### src/sv/bpsrs_pkg.sv
`timescale 1ns / 1ps

package bpsrs_pkg;

   localparam int RING_DEPTH = 10;
   localparam int NUM_MODES  = 4;

   localparam int CUR_W  = (RING_DEPTH > 1) ? $clog2(RING_DEPTH) : 1;
   localparam int MODE_W = (NUM_MODES > 1) ? $clog2(NUM_MODES) : 1;

   localparam logic [7:0] DEV_ADDR_RESET = 8'hE3;
   localparam logic [7:0] OP_READ_CODE   = 8'h21;
   localparam logic [7:0] OP_WRITE_CODE  = 8'h31;
   localparam logic [7:0] REG_MODE_CODE  = 8'hB3;
   localparam logic [7:0] REG_RING_CODE  = 8'hC3;

   localparam int RING_INIT_LEN = 10;
   localparam logic [7:0] RING_INIT [RING_INIT_LEN] = '{
      8'd238, 8'd54, 8'd191, 8'd174, 8'd103, 8'd228, 8'd184, 8'd57, 8'd206, 8'd13
   };

   function automatic logic [7:0] ring_init_value(input int idx);
      logic [7:0] v;
      v = 8'd0;
      if (idx < RING_INIT_LEN) begin
         v = RING_INIT[idx];
      end
      return v;
   endfunction

   typedef struct packed {
      logic load;
      logic fail;
      logic ring_wr;
      logic ring_rd;
      logic mode_wr;
      logic mode_rd;
   } ctl_cmd_type;

   typedef struct packed {
      logic addr_hit;
      logic op_read_hit;
      logic op_write_hit;
      logic reg_mode_hit;
      logic reg_ring_hit;
      logic mode_ok;
   } dp_stat_type;

endpackage

### src/sv/bpsrs_ctrl.sv
`timescale 1ns / 1ps

module bpsrs_ctrl (
   input  logic                 clock,
   input  logic                 reset,
   input  logic                 req_valid,
   input  logic                 req_opcode,
   output logic                 req_ready,
   input  logic                 rsp_ready,
   output logic                 rsp_valid,
   input  bpsrs_pkg::dp_stat_type stat,
   output bpsrs_pkg::ctl_cmd_type cmd
);
   import bpsrs_pkg::*;

   typedef enum logic [2:0] {
      PH_IDLE,
      PH_OPEN,
      PH_SELECT,
      PH_DATA,
      PH_END
   } phase_type;

   phase_type phase_ff, phase_in;
   logic      is_write_ff, is_write_in;
   logic      sel_ring_ff, sel_ring_in;
   logic      rsp_valid_ff, rsp_valid_in;
   logic      accept;

   assign req_ready = !rsp_valid_ff || rsp_ready;
   assign accept    = req_valid && req_ready;
   assign rsp_valid = rsp_valid_ff;

   always_comb begin
      phase_in     = phase_ff;
      is_write_in  = is_write_ff;
      sel_ring_in  = sel_ring_ff;
      rsp_valid_in = rsp_valid_ff && !rsp_ready;
      cmd          = '0;
      if (accept) begin
         rsp_valid_in = 1'b1;
         cmd.load     = 1'b1;
         if (!req_opcode) begin
            case (phase_ff)
               PH_IDLE: begin
                  if (stat.addr_hit) phase_in = PH_OPEN;
                  else cmd.fail = 1'b1;
               end
               PH_OPEN: begin
                  if (stat.addr_hit) begin
                     phase_in = PH_IDLE;
                  end else if (stat.op_read_hit || stat.op_write_hit) begin
                     is_write_in = stat.op_write_hit;
                     phase_in    = PH_SELECT;
                  end else begin
                     cmd.fail = 1'b1;
                  end
               end
               PH_SELECT: begin
                  if (stat.addr_hit) begin
                     phase_in = PH_IDLE;
                  end else if (stat.reg_mode_hit || stat.reg_ring_hit) begin
                     sel_ring_in = stat.reg_ring_hit;
                     phase_in    = PH_DATA;
                  end else begin
                     cmd.fail = 1'b1;
                  end
               end
               PH_DATA: begin
                  phase_in = PH_END;
                  if (!is_write_ff) cmd.fail = 1'b1;
                  else if (sel_ring_ff) cmd.ring_wr = 1'b1;
                  else if (stat.mode_ok) cmd.mode_wr = 1'b1;
                  else cmd.fail = 1'b1;
               end
               PH_END: begin
                  if (stat.addr_hit) phase_in = PH_IDLE;
                  else cmd.fail = 1'b1;
               end
               default: begin
                  phase_in = PH_IDLE;
                  cmd.fail = 1'b1;
               end
            endcase
         end else begin
            if (phase_ff == PH_DATA) begin
               phase_in = PH_END;
               if (is_write_ff) cmd.fail = 1'b1;
               else if (sel_ring_ff) cmd.ring_rd = 1'b1;
               else cmd.mode_rd = 1'b1;
            end else begin
               phase_in = PH_IDLE;
               cmd.fail = 1'b1;
            end
         end
      end
   end

   always_ff @(posedge clock) begin
      if (reset) begin
         phase_ff     <= PH_IDLE;
         is_write_ff  <= 1'b0;
         sel_ring_ff  <= 1'b0;
         rsp_valid_ff <= 1'b0;
      end else begin
         phase_ff     <= phase_in;
         is_write_ff  <= is_write_in;
         sel_ring_ff  <= sel_ring_in;
         rsp_valid_ff <= rsp_valid_in;
      end
   end

endmodule

### src/sv/bpsrs_datapath.sv
`timescale 1ns / 1ps

module bpsrs_datapath (
   input  logic                   clock,
   input  logic                   reset,
   input  logic                   csr_write_enable,
   input  logic [7:0]             csr_write_data,
   input  logic [7:0]             req_data_byte,
   input  bpsrs_pkg::ctl_cmd_type cmd,
   output bpsrs_pkg::dp_stat_type stat,
   output logic                   rsp_status,
   output logic [7:0]             rsp_read_data
);
   import bpsrs_pkg::*;

   logic [7:0]        dev_addr_ff, dev_addr_in;
   logic [MODE_W-1:0] mode_ff, mode_in;
   logic [7:0]        ring_ff [RING_DEPTH];
   logic [7:0]        ring_in [RING_DEPTH];
   logic [CUR_W-1:0]  cursor_ff, cursor_in;
   logic              status_ff, status_in;
   logic [7:0]        rdata_ff, rdata_in;
   logic [7:0]        mode_ext;

   assign stat.addr_hit     = (req_data_byte == dev_addr_ff);
   assign stat.op_read_hit  = (req_data_byte == OP_READ_CODE);
   assign stat.op_write_hit = (req_data_byte == OP_WRITE_CODE);
   assign stat.reg_mode_hit = (req_data_byte == REG_MODE_CODE);
   assign stat.reg_ring_hit = (req_data_byte == REG_RING_CODE);
   assign stat.mode_ok      = ({1'b0, req_data_byte} < 9'(NUM_MODES));

   always_comb begin
      mode_ext = '0;
      mode_ext[MODE_W-1:0] = mode_ff;
   end

   always_comb begin
      dev_addr_in = csr_write_enable ? csr_write_data : dev_addr_ff;
      mode_in     = cmd.mode_wr ? req_data_byte[MODE_W-1:0] : mode_ff;
      ring_in     = ring_ff;
      cursor_in   = cursor_ff;
      if (cmd.ring_wr) begin
         ring_in[cursor_ff] = req_data_byte;
      end
      if (cmd.ring_wr || cmd.ring_rd) begin
         if (cursor_ff == CUR_W'(RING_DEPTH - 1)) cursor_in = '0;
         else cursor_in = cursor_ff + CUR_W'(1);
      end
      status_in = status_ff;
      rdata_in  = rdata_ff;
      if (cmd.load) begin
         status_in = cmd.fail;
         if (cmd.ring_rd) rdata_in = ring_ff[cursor_ff];
         else if (cmd.mode_rd) rdata_in = mode_ext;
         else rdata_in = 8'd0;
      end
   end

   always_ff @(posedge clock) begin
      if (reset) begin
         dev_addr_ff <= DEV_ADDR_RESET;
         mode_ff     <= '0;
         cursor_ff   <= '0;
         for (int i = 0; i < RING_DEPTH; i++) begin
            ring_ff[i] <= ring_init_value(i);
         end
      end else begin
         dev_addr_ff <= dev_addr_in;
         mode_ff     <= mode_in;
         cursor_ff   <= cursor_in;
         ring_ff     <= ring_in;
      end
   end

   always_ff @(posedge clock) begin
      status_ff <= status_in;
      rdata_ff  <= rdata_in;
   end

   assign rsp_status    = status_ff;
   assign rsp_read_data = rdata_ff;

endmodule

### src/sv/byte_protocol_sensor_register_slave_unit.sv
// a response is registered and shown in the cycle after its item is accepted
// throughput: one item per cycle while responses are taken; the phase controller
//   advances one step per item and the ring is one read or write at the cursor
// reset (synchronous, active high): phase idle, no response pending, device
//   address 0xE3, power mode 0, cursor 0, sample ring reloaded with its pattern
`timescale 1ns / 1ps

module byte_protocol_sensor_register_slave_unit (
   input  logic       clock,
   input  logic       reset,
   input  logic       req_valid,
   output logic       req_ready,
   input  logic       req_opcode,
   input  logic [7:0] req_data_byte,
   output logic       rsp_valid,
   input  logic       rsp_ready,
   output logic       rsp_status,
   output logic [7:0] rsp_read_data,
   input  logic       csr_write_enable,
   input  logic [7:0] csr_write_data
);
   import bpsrs_pkg::*;

   ctl_cmd_type cmd;
   dp_stat_type stat;

   bpsrs_ctrl u_ctrl (
      .clock      (clock),
      .reset      (reset),
      .req_valid  (req_valid),
      .req_opcode (req_opcode),
      .req_ready  (req_ready),
      .rsp_ready  (rsp_ready),
      .rsp_valid  (rsp_valid),
      .stat       (stat),
      .cmd        (cmd)
   );

   bpsrs_datapath u_datapath (
      .clock            (clock),
      .reset            (reset),
      .csr_write_enable (csr_write_enable),
      .csr_write_data   (csr_write_data),
      .req_data_byte    (req_data_byte),
      .cmd              (cmd),
      .stat             (stat),
      .rsp_status       (rsp_status),
      .rsp_read_data    (rsp_read_data)
   );

endmodule

### config.mk
export PLATFORM = sky130hd
export DESIGN_NAME = byte_protocol_sensor_register_slave_unit
export DESIGN_NICKNAME = d
export VERILOG_FILES = /design/src/sv/bpsrs_pkg.sv /design/src/sv/bpsrs_ctrl.sv /design/src/sv/bpsrs_datapath.sv /design/src/sv/byte_protocol_sensor_register_slave_unit.sv
export SDC_FILE = /design/constraint.sdc
export NUM_CORES = 1
export LEC_CHECK = 0
export BUFFER_PORTS_ARGS = -buffer_cell sky130_fd_sc_hd__buf_2
export CAP_MARGIN = 5
export CORE_UTILIZATION = 60
export CTS_BUF_LIST = sky130_fd_sc_hd__clkbuf_16
export DETAILED_ROUTE_END_ITERATION = 10
export PLACE_DENSITY = 0.79
export SYNTH_ARGS = -nofsm -noshare
export SYNTH_HDL_FRONTEND = slang
export SYNTH_SLANG_ARGS = --single-unit
export TNS_END_PERCENT = 1
### constraint.sdc
create_clock -name clock -period 3.84 [get_ports clock]
set_input_delay 0.384 -clock clock [delete_from_list [all_inputs] [get_ports clock]]
set_output_delay 0.384 -clock clock [all_outputs]
set_load 0.005 [all_outputs]
==> qor.yml <==
pwr:
  cellLeakagePower_nw: 2.03
  ir_worst_vdd_mv: 0.292
  power.switching_fraction_pct: 22.5
  combinationalPowerShare_pct: 4.6
  pwr-share-seq_pct: 53.1
  clkPwrFrac_pct: 42.3
  intPower_mw: 1.69
  power_density_nw_per_um2: 398
  p_sw_uw: 492
routing:
  vias_per_cell: 6.33
  remaining_antenna_violation_count: 0
  wirelength_um: 11700
  drc: 0
  dr.pass1.iters: 5
  detailed_route_via_count: 3919
  detail_route.wl_per_cell_um: 19.0
  dr.first_iter.drc_count: 235
yosys:
  number_of_register_bits_inferred_by_synthesis: 109
  yosys_warnings: 0
  synth_top_area_cell: "dfxtp_1"
  yosysUniqueCellTypes: 47
  syn-num-nets: 525
  synth.top_cells.by_area: "dfxtp_1, mux2i_1, mux4_2, o31a_1, edfxtp_1"
  share_of_synthesized_area_occupied_by_flip_flops_and_latches_pct: 44.8
  synth.avg_cell_area_um2: 10.1
  synth_top_area_share_pct: 39.5
  async_reset_ff_share_pct: 0
  synth_enable_flop_cells: 9
  postSynth.topFlopCell: "dfxtp_1"
  synthesized_area_um2: 5070
  postSynthCellCount: 503
clock_tree:
  cts_hold_repair.buffers: 0
  cts.repair_timing.setup_buffer_count: 0
  clock-sinks: 109
  cts_tree: "done"
  clk_transition_reported_paths_ns: 0.07
  cts_inserted_buffers: 9
  htreeDepth: 3
  cts_resized: 0
  cts.root.buffer_cell: "clkbuf_16"
  insertion_delay_ns: 0.34
  cts.path.max_buffers: 2
flow_run:
  timing.max_cap.violations: 0
die:
  fp.dieArea_um2: 8820
  start_util_pct: 61.7
  die_width_um: 93.9
  floorplan.io_pins: 33
  row_count: 33
  core_area_um2: 8220
  die_height_um: 93.9
worst_setup_path:
  termination_of_the_worst_setup_path: "u_datapath.ring_ff[64]"
  setup.reg_to_reg.worst_slack_ns: 1.23
  data_arrival_at_the_endpoint_of_the_critical_path_ns: 2.82
  regToRegStartpoint: "u_ctrl.sel_ring_ff"
  endpoint_kind: "flop"
  critical_path.slowest_cell: "or4_1"
  critical_path.max_fanout: 12
  worst-endpoint-required_ns: 4.05
  longest_individual_stage_delay_on_the_worst_path_ns: 0.96
  critPathKind: "flop to flop"
  cp-startpoint: "u_ctrl.sel_ring_ff"
  worstSetupStartpointType: "flop"
  critical_path.cell_chain: "nand2_1, or4_1, mux2i_1, nor2_1"
  rr_endpoint: "u_datapath.ring_ff[64]"
  reg2regPathDepth: 4
run_status:
  outcome: "complete, no violations"
worst_hold_path:
  hold_class: "input pin to flop"
final_layout:
  antenna_cells_inserted: 0
  proportion_of_layout_cells_with_a_drive_suffix_above_1_pct: 16.0
  mostFrequentLayoutCell: "dfxtp_1"
  post_synthesis_to_final_layout_area_growth_pct: 8.31
  finish.instance_area_um2: 5490
  nNetsFinal: 531
  most-common-layout-cells: "dfxtp_1, nand2_1, nor2_1"
global_route:
  grt.overflow.total: 0
  wire_length_of_the_first_global_routing_pass_um: 19400
  maximum_number_of_pins_on_one_net_before_global_route_repair: 44
  gr-usage-all-layers_pct: 29.2
  number_of_antenna_violations_at_the_first_check_in_global_routing: 0
  first_global_vias: 3890
placement:
  dp.final_hpwl_um: 8080
  gp_congestion: 0.863
  portbufs: 32
  postPlaceCellArea_um2: 5190
sta:
  maxSlewHeadroom_pct: 30.7
  setup_total_negative_slack_ns: 0
  report.final.setup_viol: 0
  clock_skew_ns: 0.00585
  fin_worst_hold_slack_ns: 0.253
  layout_min_cycle_time_ns: 2.61
  fin_crit_sh_pct: 67.9
  fmax_mhz: 383
  hold_viol_final: 0
  tightest_slew_ns: 1.04
  unrepaired_setup_endpoints_after_global_routing: "no"
  final-max-slew-violation-count: 0
-- routing by layer --
| layer | vias to the layer above | share of wire, % | wire, um | global-route usage, % |
|---|---|---|---|---|
| li1 | 1808 | - | - | - |
| met1 | 1916 | 41 | 4780 | 35.1 |
| met2 | 160 | 50 | 5860 | 49.1 |
| met3 | 35 | 5.7 | 670 | 6.31 |
| met4 | 0 | 3.7 | 429 | 14.7 |
| met5 | - | 0 | 0 | 0 |
-- logic make-up after synthesis --
logic type | Yosys count | synth area share (%)
flops | 109 | 44.8
simple gates | 186 | 18.9
mux | 71 | 18.0
buf+inv | 50 | 4.64
compound gates | 76 | 11.7
xor+xnor | 11 | 1.90
-- cells in the mapped netlist (2+ instances only) --
| library cell | instances |
|---|---|
| mux4_2 | 16 |
| nor2b_1 | 2 |
| a221oi_1 | 7 |
| nand2_1 | 70 |
| edfxtp_1 | 9 |
| o21ai_0 | 4 |
| nor2_1 | 68 |
| nor4_1 | 4 |
| a22oi_1 | 2 |
| and3b_1 | 2 |
| a21oi_1 | 16 |
| mux2i_1 | 54 |
| xor2_1 | 10 |
| or2_2 | 2 |
| clkbuf_1 | 21 |
| nand2b_1 | 7 |
| nand3_1 | 5 |
| o31a_1 | 35 |
| o211ai_1 | 3 |
| and3_1 | 3 |
| buf_4 | 5 |
| buf_2 | 11 |
| nor4_4 | 9 |
| nand4_1 | 4 |
| inv_1 | 6 |
| dfxtp_1 | 100 |
| o2111a_1 | 2 |
| nor3_1 | 4 |
| buf_6 | 2 |
| buf_1 | 3 |
-- worst min path at each step --
stage	start	to	slack (ns)	cells after the start
2_1_floorplan	u_datapath.ring_ff[10]	u_datapath.ring_ff[10]	0.44	2
3_3_place_gp	u_datapath.ring_ff[10]	u_datapath.ring_ff[10]	0.45	2
3_5_place_dp	u_datapath.ring_ff[3]	u_datapath.ring_ff[3]	0.46	2
4_1_cts	csr_write_data[6]	u_datapath.dev_addr_ff[6]	0.25	3
5_1_grt	csr_write_data[6]	u_datapath.dev_addr_ff[6]	0.26	3
6_report	csr_write_data[6]	u_datapath.dev_addr_ff[6]	0.25	3
-- flip-flops by register name, indices dropped and copies added (netlist names) --
| signal | count |
|---|---|
| u_datapath.cursor_ff | 4 |
| u_datapath.ring_ff | 80 |
| u_ctrl.rsp_valid | 1 |
| u_ctrl.sel_ring_ff | 1 |
| u_ctrl.phase_ff | 3 |
| u_ctrl.is_write_ff | 1 |
| u_datapath.rsp_read_data | 8 |
| u_datapath.mode_ff | 2 |
| u_datapath.dev_addr_ff | 8 |
| u_datapath.rsp_status | 1 |
-- area by class of cell --
cell class	instances	area, um^2
clock buffers	9	225
clock inverters	7	72.6
fillers	660	2720
inverters	8	30.0
multi-input cells	344	2560
flip-flops and latches	109	2270
well taps	105	131
repair buffers	37	198
-- stage by stage --
step           utilization (%)  cells  power, mW  worst slack, ns
2_1_floorplan                -    503       1.25             1.95
3_3_place_gp              63.2    603       1.28             1.32
3_5_place_dp              63.2    603       1.29             1.23
4_1_cts                   66.8    619       2.20             1.21
5_1_grt                   66.8    619       2.25             1.06
6_report                  66.8    619       2.18             1.23
-- power by group through the flow --
stage	Combinational, mW	Clock [mW]	Sequential, mW
global placement	0.0973	0	1.19
CTS	0.0996	0.941	1.16
finish	0.100	0.924	1.16
detailed placement	0.0991	0	1.19
global route	0.109	0.979	1.16
floorplan	0.0602	0	1.19
-- critical path: cells and delay by family (launching register included) --
| family | cells | cell delay, ns |
|---|---|---|
| multiplexers | 1 | 0.27 |
| flip-flops | 1 | 0.55 |
| AND/OR/NAND/NOR | 3 | 1.64 |
Note: power is estimated with default switching activity, not from simulation.
